==> src/design/msp_pkg.sv <==
// shared constants and types for the motor speed pid controller
// no dependencies
`default_nettype none

package msp_pkg;

  localparam int COUNT_BITS     = 16;
  localparam int GAIN_FRAC_BITS = 8;

  // accumulator width holds +/- 255 with GAIN_FRAC_BITS fraction bits
  localparam int ACC_W     = GAIN_FRAC_BITS + 10;
  localparam int OUT_LIMIT = 255 << GAIN_FRAC_BITS;
  localparam int ROUND_ADD = (1 << GAIN_FRAC_BITS) - 1;

  localparam int ERR_W  = 17;
  localparam int DERR_W = 18;
  localparam int PROD_W = 34;
  localparam int SUM_W  = 36;

  localparam int CFG_INDEX_W = 3;
  localparam int CFG_DATA_W  = 16;

  typedef enum logic [CFG_INDEX_W-1:0] {
    REG_PID_ENABLE  = 3'd0,
    REG_GAIN_P      = 3'd1,
    REG_GAIN_I      = 3'd2,
    REG_GAIN_D      = 3'd3,
    REG_ERROR_LIMIT = 3'd4
  } cfg_reg_t;

endpackage

`default_nettype wire

==> src/design/motor_speed_pid_controller.sv <==
// top level of the motor speed pid controller: five-register pipeline
// depends on msp_pkg
`default_nettype none

// Takes one encoder sample and target per transaction and returns one result per transaction.
// A new transaction is accepted every cycle unless m_axis_tready holds the output; a result passes
// through the input register, error stage, multiplier stage, integral stage and output register.
// Speed and error state close in the error stage and the integral closes in the integral stage,
// so consecutive samples need no gap.
// Configuration writes are taken at any time, cfg_ready is always high; write them while idle.
module motor_speed_pid_controller
  import msp_pkg::*;
(
  input  wire logic                   clk,
  input  wire logic                   rst,
  input  wire logic                   cfg_valid,
  output logic                        cfg_ready,
  input  wire logic [CFG_INDEX_W-1:0] cfg_index,
  input  wire logic [CFG_DATA_W-1:0]  cfg_data,
  input  wire logic                   s_axis_tvalid,
  output logic                        s_axis_tready,
  input  wire logic [31:0]            s_axis_tdata,   // encoder_count, target_speed
  output logic                        m_axis_tvalid,
  input  wire logic                   m_axis_tready,
  output logic [31:0]                 m_axis_tdata    // dir_a, dir_b, duty, measured_speed
);

  logic                     pid_enable;
  logic signed [15:0]       gain_p;
  logic signed [15:0]       gain_i;
  logic signed [15:0]       gain_d;
  logic [14:0]              error_limit;

  logic [COUNT_BITS-1:0]    last_count;
  logic signed [ERR_W-1:0]  prior_error;
  logic signed [ACC_W-1:0]  integral_sum;

  // input register
  logic                     v_in;
  logic [15:0]              in_count;
  logic signed [15:0]       in_target;

  // error stage
  logic                     v_s2;
  logic                     s2_en;
  logic signed [15:0]       s2_speed;
  logic signed [15:0]       s2_target;
  logic signed [ERR_W-1:0]  s2_err;
  logic signed [DERR_W-1:0] s2_derr;

  // multiplier stage
  logic                     v_s3;
  logic                     s3_en;
  logic signed [15:0]       s3_speed;
  logic signed [15:0]       s3_target;
  logic signed [PROD_W-1:0] s3_p;
  logic signed [PROD_W-1:0] s3_i;
  logic signed [PROD_W-1:0] s3_d;

  // integral stage
  logic                     v_s4;
  logic                     s4_en;
  logic signed [15:0]       s4_speed;
  logic signed [15:0]       s4_target;
  logic signed [SUM_W-1:0]  s4_pd;
  logic signed [ACC_W-1:0]  s4_integral;

  // output register
  logic                     v_out;
  logic                     out_dir_a;
  logic                     out_dir_b;
  logic [7:0]               out_duty;
  logic signed [15:0]       out_speed;

  logic can_in, can_s2, can_s3, can_s4, can_out;

  assign can_out       = !v_out || m_axis_tready;
  assign can_s4        = !v_s4 || can_out;
  assign can_s3        = !v_s3 || can_s4;
  assign can_s2        = !v_s2 || can_s3;
  assign can_in        = !v_in || can_s2;
  assign s_axis_tready = can_in;
  assign cfg_ready     = 1'b1;

  // configuration
  always_ff @(posedge clk) begin
    if (rst) begin
      pid_enable  <= 1'b0;
      gain_p      <= '0;
      gain_i      <= '0;
      gain_d      <= '0;
      error_limit <= '1;
    end else if (cfg_valid) begin
      unique case (cfg_reg_t'(cfg_index))
        REG_PID_ENABLE:  pid_enable  <= cfg_data[0];
        REG_GAIN_P:      gain_p      <= signed'(cfg_data);
        REG_GAIN_I:      gain_i      <= signed'(cfg_data);
        REG_GAIN_D:      gain_d      <= signed'(cfg_data);
        REG_ERROR_LIMIT: error_limit <= cfg_data[14:0];
        default: ;
      endcase
    end
  end

  // error stage logic
  logic [COUNT_BITS-1:0]    count_c;
  logic [COUNT_BITS-1:0]    count_diff;
  logic signed [15:0]       speed_c;
  logic signed [17:0]       err_raw;
  logic signed [17:0]       err_lim;
  logic signed [ERR_W-1:0]  err_c;
  logic signed [DERR_W-1:0] derr_c;

  always_comb begin
    count_c    = COUNT_BITS'(in_count);
    count_diff = count_c - last_count;
    speed_c    = 16'(signed'(count_diff));
    err_raw    = 18'(speed_c) - 18'(in_target);
    err_lim    = signed'({3'b000, error_limit});
    if (err_raw > err_lim) begin
      err_c = ERR_W'(err_lim);
    end else if (err_raw < -err_lim) begin
      err_c = ERR_W'(-err_lim);
    end else begin
      err_c = ERR_W'(err_raw);
    end
    derr_c = DERR_W'(err_c) - DERR_W'(prior_error);
  end

  // integral stage logic
  logic signed [SUM_W-1:0] integ_raw;
  logic signed [ACC_W-1:0] integ_c;

  always_comb begin
    integ_raw = SUM_W'(integral_sum) + SUM_W'(s3_i);
    if (integ_raw > SUM_W'(OUT_LIMIT)) begin
      integ_c = ACC_W'(OUT_LIMIT);
    end else if (integ_raw < -SUM_W'(OUT_LIMIT)) begin
      integ_c = ACC_W'(-OUT_LIMIT);
    end else begin
      integ_c = ACC_W'(integ_raw);
    end
  end

  // output logic
  logic signed [SUM_W-1:0]   sum_raw;
  logic signed [ACC_W:0]     sum_sat;
  logic signed [ACC_W:0]     drive_pid;
  logic signed [ACC_W:0]     mag_pid;
  logic signed [16:0]        mag_open;
  logic                      neg_c;
  logic [7:0]                duty_c;

  always_comb begin
    sum_raw = s4_pd + SUM_W'(s4_integral);
    if (sum_raw > SUM_W'(OUT_LIMIT)) begin
      sum_sat = (ACC_W+1)'(OUT_LIMIT);
    end else if (sum_raw < -SUM_W'(OUT_LIMIT)) begin
      sum_sat = (ACC_W+1)'(-OUT_LIMIT);
    end else begin
      sum_sat = (ACC_W+1)'(sum_raw);
    end
    // truncate toward zero
    if (sum_sat < 0) begin
      drive_pid = (sum_sat + (ACC_W+1)'(ROUND_ADD)) >>> GAIN_FRAC_BITS;
    end else begin
      drive_pid = sum_sat >>> GAIN_FRAC_BITS;
    end
    mag_pid  = (drive_pid < 0) ? -drive_pid : drive_pid;
    mag_open = (s4_target < 0) ? -17'(s4_target) : 17'(s4_target);
    if (s4_en) begin
      neg_c  = drive_pid < 0;
      duty_c = mag_pid[7:0];
    end else begin
      neg_c  = s4_target < 0;
      duty_c = (mag_open > 17'sd255) ? 8'hff : mag_open[7:0];
    end
  end

  // valid bits and state
  always_ff @(posedge clk) begin
    if (rst) begin
      v_in         <= 1'b0;
      v_s2         <= 1'b0;
      v_s3         <= 1'b0;
      v_s4         <= 1'b0;
      v_out        <= 1'b0;
      last_count   <= '0;
      prior_error  <= '0;
      integral_sum <= '0;
    end else begin
      if (can_in)  v_in  <= s_axis_tvalid;
      if (can_s2)  v_s2  <= v_in;
      if (can_s3)  v_s3  <= v_s2;
      if (can_s4)  v_s4  <= v_s3;
      if (can_out) v_out <= v_s4;
      if (can_s2 && v_in) begin
        last_count <= count_c;
        if (pid_enable) begin
          prior_error <= err_c;
        end
      end
      if (can_s4 && v_s3 && s3_en) begin
        integral_sum <= integ_c;
      end
    end
  end

  // payload
  always_ff @(posedge clk) begin
    if (can_in && s_axis_tvalid) begin
      in_count  <= s_axis_tdata[15:0];
      in_target <= signed'(s_axis_tdata[31:16]);
    end
    if (can_s2 && v_in) begin
      s2_en     <= pid_enable;
      s2_speed  <= speed_c;
      s2_target <= in_target;
      s2_err    <= err_c;
      s2_derr   <= derr_c;
    end
    if (can_s3 && v_s2) begin
      s3_en     <= s2_en;
      s3_speed  <= s2_speed;
      s3_target <= s2_target;
      s3_p      <= PROD_W'(gain_p) * PROD_W'(s2_err);
      s3_i      <= PROD_W'(gain_i) * PROD_W'(s2_err);
      s3_d      <= PROD_W'(gain_d) * PROD_W'(s2_derr);
    end
    if (can_s4 && v_s3) begin
      s4_en       <= s3_en;
      s4_speed    <= s3_speed;
      s4_target   <= s3_target;
      s4_pd       <= SUM_W'(s3_p) + SUM_W'(s3_d);
      s4_integral <= integ_c;
    end
    if (can_out && v_s4) begin
      out_dir_a <= neg_c;
      out_dir_b <= !neg_c;
      out_duty  <= duty_c;
      out_speed <= s4_speed;
    end
  end

  assign m_axis_tvalid = v_out;
  assign m_axis_tdata  = {6'b000000, out_speed, out_duty, out_dir_b, out_dir_a};

  a_dir_exclusive: assert property (@(posedge clk) disable iff (rst)
    m_axis_tvalid |-> (m_axis_tdata[0] ^ m_axis_tdata[1]))
    else $error("direction bits not complementary");

  a_neg_nonzero: assert property (@(posedge clk) disable iff (rst)
    (m_axis_tvalid && m_axis_tdata[0]) |-> (m_axis_tdata[9:2] != 8'd0))
    else $error("negative drive with zero duty");

  a_integral_bound: assert property (@(posedge clk) disable iff (rst)
    (integral_sum <= ACC_W'(OUT_LIMIT)) && (integral_sum >= ACC_W'(-OUT_LIMIT)))
    else $error("integral out of range");

  a_state_hold: assert property (@(posedge clk) disable iff (rst)
    !(can_s2 && v_in) |=> $stable(last_count) && $stable(prior_error))
    else $error("speed state changed without a transaction");

endmodule

`default_nettype wire
==> config.mk <==
export PLATFORM = sky130hd
export DESIGN_NAME = motor_speed_pid_controller
export DESIGN_NICKNAME = d
export VERILOG_FILES = /design/src/design/msp_pkg.sv /design/src/design/motor_speed_pid_controller.sv
export SDC_FILE = /design/constraint.sdc
export NUM_CORES = 2
export LEC_CHECK = 0
export BUFFER_PORTS_ARGS = -buffer_cell sky130_fd_sc_hd__buf_4
export CAP_MARGIN = 15
export CORE_MARGIN = 2
export CORE_UTILIZATION = 64
export CTS_CLUSTER_SIZE = 24
export DETAILED_ROUTE_END_ITERATION = 10
export PLACE_DENSITY = 0.87
export SETUP_SLACK_MARGIN = 0.15
export SLEW_MARGIN = 30
export SYNTH_ARGS = -nofsm -noshare
export SYNTH_HDL_FRONTEND = slang
export SYNTH_SLANG_ARGS = --single-unit
==> constraint.sdc <==
create_clock -name clk -period 16.63 [get_ports clk]
set_clock_uncertainty 0.1 [all_clocks]
set_input_delay 3.326 -clock clk [delete_from_list [all_inputs] [get_ports clk]]
set_output_delay 3.326 -clock clk [all_outputs]
set_load 0.005 [all_outputs]
# ---- After elaboration in Yosys (flattened, before gate mapping)
# Index checks and enable logic that the tools add are counted.
dict set report word_totals {
  input_bits 56
  word_cells 98
  reg_bits 466
  output_inout_bits 35
}
dict set report classes {
  n_mul 3
  n_eq_ne 4
  addsub 10
  n_reduce_logical 24
  mux 12
  magnitude_cmp 10
}
# operator n
set ops {}
lappend ops {{$mul A16 B17 Y33} 2}
lappend ops {{$mux W19} 3}
lappend ops {{$mux W17} 3}
lappend ops {{$lt A19 B1 Y1 const B} 2}
lappend ops {{$add A36 B18 Y36} 1}
lappend ops {{$gt A36 B17 Y1 const B} 1}
lappend ops {{$lt A36 B17 Y1 const B} 1}
lappend ops {{$mux W18} 2}
lappend ops {{$add A33 B34 Y35} 1}
lappend ops {{$add A18 B33 Y34} 1}
lappend ops {{$gt A34 B17 Y1 const B} 1}
lappend ops {{$lt A34 B17 Y1 const B} 1}
lappend ops {{$mul A16 B18 Y34} 1}
lappend ops {{$mux W8} 3}
lappend ops {{$add A19 B9 Y19 const B} 1}
lappend ops {{$lt A17 B18 Y1} 1}
lappend ops {{$neg A15 Y18} 1}
lappend ops {{$sub A17 B17 Y18} 1}
lappend ops {{$gt A17 B16 Y1} 1}
lappend ops {{$gt A17 B9 Y1 const B} 1}
lappend ops {{$neg A16 Y17} 1}
lappend ops {{$sub A16 B16 Y17} 1}
lappend ops {{$lt A16 B1 Y1 const B} 1}
lappend ops {{$sub A16 B16 Y16} 1}
lappend ops {{other kinds (10)} 30}

# ---- Longest topological paths before layout
dict set report depth {
  depth_word 9
  ltp_mapped 48
  mapped_depth_nobuf 47
}

# ---- Least setup slack after synthesis
# No wires, ideal clock.
dict set report synth_path {
  path_kind {input to register}
  start {input m_axis_tready}
  end {register s3_d[0], enable pin}
  setup_slack_ns 2.504
  setup_time_ns 0.829
  arrival_ns 13.198
  t_required_ns 15.701
  path_stages 3
  path_cell_list {nor2b_1 > and2_1 > a21boi_0}
}
dict set report synth_via {
  elab_chain_len 4
}
# element line
set synth_rtl {}
lappend synth_rtl {{start: declaration} motor_speed_pid_controller.sv:24} ;# input wire logic m_axis_tready,
lappend synth_rtl {{$logic_or A1 B1 Y1} motor_speed_pid_controller.sv:77} ;# assign can_out = !v_out || m_axis_tready;
lappend synth_rtl {{$logic_or A1 B1 Y1} motor_speed_pid_controller.sv:78} ;# assign can_s4 = !v_s4 || can_out;
lappend synth_rtl {{$logic_or A1 B1 Y1} motor_speed_pid_controller.sv:79} ;# assign can_s3 = !v_s3 || can_s4;
lappend synth_rtl {{$logic_and A1 B1 Y1} motor_speed_pid_controller.sv:222} ;# if (can_s3 && v_s2) begin
lappend synth_rtl {{end signal: assignment} motor_speed_pid_controller.sv:228} ;# s3_d <= PROD_W'(gain_d) * PROD_W'(s2_derr);
lappend synth_rtl {{end: declaration} motor_speed_pid_controller.sv:58} ;# logic signed [PROD_W-1:0] s3_d;
# Every way passes these cells.
# A chain may end at the register's enable or synchronous reset.

# ---- Worst setup path after layout
dict set report layout_path {
  start {register in_count[0] (netlist: count_c[0])}
  end {register s2_derr[14] (data pin)}
}
dict set report layout_via {
  elab_chain_len 6
}
# element line
set layout_rtl {}
lappend layout_rtl {{start: declaration} motor_speed_pid_controller.sv:40} ;# logic [15:0] in_count;
lappend layout_rtl {{start signal: assignment} motor_speed_pid_controller.sv:212} ;# in_count <= s_axis_tdata[15:0];
lappend layout_rtl {{$sub A16 B16 Y16 (*)} motor_speed_pid_controller.sv:116} ;# count_diff = count_c - last_count;
lappend layout_rtl {{net count_diff[14]} motor_speed_pid_controller.sv:107} ;# logic [COUNT_BITS-1:0] count_diff;
lappend layout_rtl {{$sub A16 B16 Y17 (*)} motor_speed_pid_controller.sv:118} ;# err_raw = 18'(speed_c) - 18'(in_target);
lappend layout_rtl {{$lt A17 B18 Y1} motor_speed_pid_controller.sv:122} ;# end else if (err_raw < -err_lim) begin
lappend layout_rtl {{$mux W17} motor_speed_pid_controller.sv:122}
lappend layout_rtl {{$mux W17 (*)} motor_speed_pid_controller.sv:120} ;# if (err_raw > err_lim) begin
lappend layout_rtl {{net err_c[0]} motor_speed_pid_controller.sv:111} ;# logic signed [ERR_W-1:0] err_c;
lappend layout_rtl {{$sub A17 B17 Y18 (*)} motor_speed_pid_controller.sv:127} ;# derr_c = DERR_W'(err_c) - DERR_W'(prior_error);
lappend layout_rtl {{net derr_c[14]} motor_speed_pid_controller.sv:112} ;# logic signed [DERR_W-1:0] derr_c;
lappend layout_rtl {{end signal: assignment} motor_speed_pid_controller.sv:220} ;# s2_derr <= derr_c;
lappend layout_rtl {{end: declaration} motor_speed_pid_controller.sv:49} ;# logic signed [DERR_W-1:0] s2_derr;
# Mark *: on every way through the listed nets, which the timed path passes. The rest lies on a longest branch.

==> impl_metrics.env <==
export IMPL_drt_pass1_iterations=9
export IMPL_hold_violations=0
export IMPL_cts_inserted_buffers=50
export IMPL_cts_root_buf="clkbuf_16"
export IMPL_ir_drop_v=0.000111
export IMPL_antenna_found_initial=4
export IMPL_synthCells=5812
export IMPL_cts_tree="built"
export IMPL_grt_max_degree=103
export IMPL_p_per_area_nw_per_um2=73.4
export IMPL_synth_distinct_cells=92
export IMPL_maxCapViolations=0
export IMPL_drive_above_1_share_pct=4.17
export IMPL_drc_errors=2
export IMPL_p_total_mw=4.33
export IMPL_initial_core_util_pct=64.5
export IMPL_grt_usage_pct=30.5
export IMPL_rsz0062_at_grt="no"
export IMPL_clockBufferDepth=3
export IMPL_worstSetupPathType="flop to flop"
export IMPL_clk_latency_ps=670
export IMPL_vias_per_cell=5.91
export IMPL_r2r_cells=44
export IMPL_r2r_end="s2_derr[14]"
export IMPL_clock_power_share_pct=25.6
export IMPL_violations="DRC"
export IMPL_nets=7100
export IMPL_crit_path_top_delay_cell="a2111oi_0"
export IMPL_critPathRequiredTime_ps=16910
export IMPL_worst_pin_slew_ps=941
export IMPL_yosysTopAreaCell="fa_1"
export IMPL_routed_wl_mm=133
export IMPL_drv_slew=0
export IMPL_synth_edf_count=345
export IMPL_fin_setup_tns_ps=0
export IMPL_grt_ovfl_total=0
export IMPL_chipHeight_microns=300
export IMPL_cts_hold_repair_buffers=0
export IMPL_status="finished with violations"
export IMPL_hold_depth=0
export IMPL_gp_congestion=0.962
export IMPL_ys_ff_latch=465
export IMPL_port_buffers=83
export IMPL_grt_pass1_vias=43500
export IMPL_ios=91
export IMPL_crit_arrival_ps=10440
export IMPL_fin_crit_ps=10160
export IMPL_syn2layout_area_growth_pct=5.60
export IMPL_wl_per_cell_microns=19.2
export IMPL_switchingPower_mw=1.71
export IMPL_worstReg2RegStart="count_c[0]"
export IMPL_startpoint_type="flop"
export IMPL_multiInputGateArea_sq_um=38400
export IMPL_cpMostUsedCell="o21ai_0"
export IMPL_yosys_warnings=0
export IMPL_async_flop_share_pct=0
export IMPL_setup_viol=0
export IMPL_p_seq_share_pct=35.5
export IMPL_hold_class="flop to flop"
export IMPL_die_x_microns=300
export IMPL_post_cts_buffers=0
export IMPL_fmax_mhz=98.5
export IMPL_seq_area_sq_um=12800
export IMPL_grt_first_pass_wirelength_mm=219
export IMPL_swShare_pct=39.4
export IMPL_core_rowCount=108
export IMPL_yosysMostFrequentCell="inv_1"
export IMPL_dieArea_sq_um=89700
export IMPL_vias=41100
export IMPL_path_clk_slew_ps=60
export IMPL_seq_area_frac_synth_pct=22.8
export IMPL_hold_end="out_speed[14]"
export IMPL_cts_sinks=465
export IMPL_synth_top_cell_area_share_pct=30.4
export IMPL_rrSetupSlack_ps=6470
export IMPL_detail_route_antenna_nets=0
export IMPL_cts_max_level=2
export IMPL_cp_slowest_stage_delay_ps=670
export IMPL_hpwl_mm=104
export IMPL_core_sq_um=86600
export IMPL_yosys_top_cells_area="fa_1 30%, edfxtp_1 19%, ha_1 9.8%, inv_1 6.9%, nand2_1 5.3%"
export IMPL_drt_iter0_markers=3270
export IMPL_synthesis_area_sq_um=55900
export IMPL_combPwrFrac_pct=39.0
export IMPL_path_max_fanout=23
export IMPL_ys_top_cells_by_count="1034 x inv_1, 848 x fa_1, 786 x nand2_1"
export IMPL_min_from="s4_speed[14]"
export IMPL_ys_flop_type="edfxtp_1"
export IMPL_max_slew_margin_rel_pct=37.3
export IMPL_n_fill_cell=6143
export IMPL_p_leak_nw=25.9
export IMPL_period_share_pct=61.1
export IMPL_crit_path_end_kind="flop"
export IMPL_syn_mean_instance_area_sq_um=9.62
export IMPL_internal_power_mw=2.63
export IMPL_cts_resized=0
[power groups by stage]
stage               clock network [mW]  logic, mW  registers (mW)
CTS                               1.12       1.66            1.53
global route                      1.17       1.87            1.54
detailed placement                   0       1.63            1.55
global placement                     0       1.55            1.55
finish                            1.11       1.69            1.54
floorplan                            0       1.24            1.45
[stage by stage]
stage	std cells	utilization, %	hold slack, ps	cell area [sq um]	setup slack, ps
detailed placement	6862	66.2	305	57400	6960
global route	6955	68.2	316	59000	5670
finish	6956	68.2	317	59000	6470
CTS	6955	68.1	306	59000	6720
floorplan	5817	-	300	55900	2500
global placement	6861	66.2	301	57400	7550
[cell families (layout without fill, tap and decap cells)]
family	Yosys count	after routing	share of synthesized area, %
other	2	8	0.0134
and+or+nand+nor	1750	1750	15.1
xor gates and xnor gates	230	230	3.60
buffers and inverters	1260	1243	8.56
muxes	10	10	0.181
adders and majority gates	1285	1285	40.1
AOI/OAI and AO/OA	810	810	9.60
DFF	465	465	22.8
[cell type report]
class / count / share of cell area [%]
tap: 1155 / 2.45
timing repair buffer: 115 / 1.50
clock buffer: 66 / 2.29
sequential: 465 / 21.6
inverter: 1035 / 6.58
multi-input combinational: 4092 / 65.1
antenna: 1 / 0.00424
clock inverter: 27 / 0.494
[cell usage in the layout (no fill, tap or decap), types with 139 or more instances in the layout]
master,synthesis,layout
inv_1,1034,1034
fa_1,848,848
nand2_1,786,786
ha_1,437,437
edfxtp_1,345,345
and2_1,333,332
a21oi_1,251,251
nor2_1,200,198
xnor2_1,183,183
o21ai_0,139,139
[how the worst max path moves through the flow]
stage                       start          end  slack [ps]
floorplan           m_axis_tready      s3_d[0]        2500
global placement       count_c[0]  s2_derr[16]        7550
detailed placement     count_c[0]  s2_derr[16]        6960
CTS                    count_c[0]  s2_derr[14]        6720
global route           count_c[0]  s2_derr[14]        5670
finish                 count_c[0]  s2_derr[14]        6470
[worst max-delay path, delay by kind of cell (launching register included)]
kind	cells	cell delay, ps
buffers and inverters	3	220
adder cells (fa/ha/maj)	6	2010
AO/OA/AOI/OAI	29	6390
flip-flops	1	350
AND/OR/NAND/NOR	4	470
XOR/XNOR	2	330
[flip-flops by register name (all words and copies together) (netlist names), 17 cells and up]
name          flops
s3_p             33
integral_sum     18
s4_pd            35
s2_derr          18
prior_error      17
s3_i             33
s4_integral      18
s3_d             34
s2_err           17
[routing by layer]
metal,up-vias,part of all wire (%),global-route usage [%]
li1,18500,-,-
met1,20200,39,38.5
met2,1903,47,50.7
met3,461,9.3,6.91
met4,8,4.8,13.1
met5,-,0.19,1.69
Power figures use the tool's default switching activity.
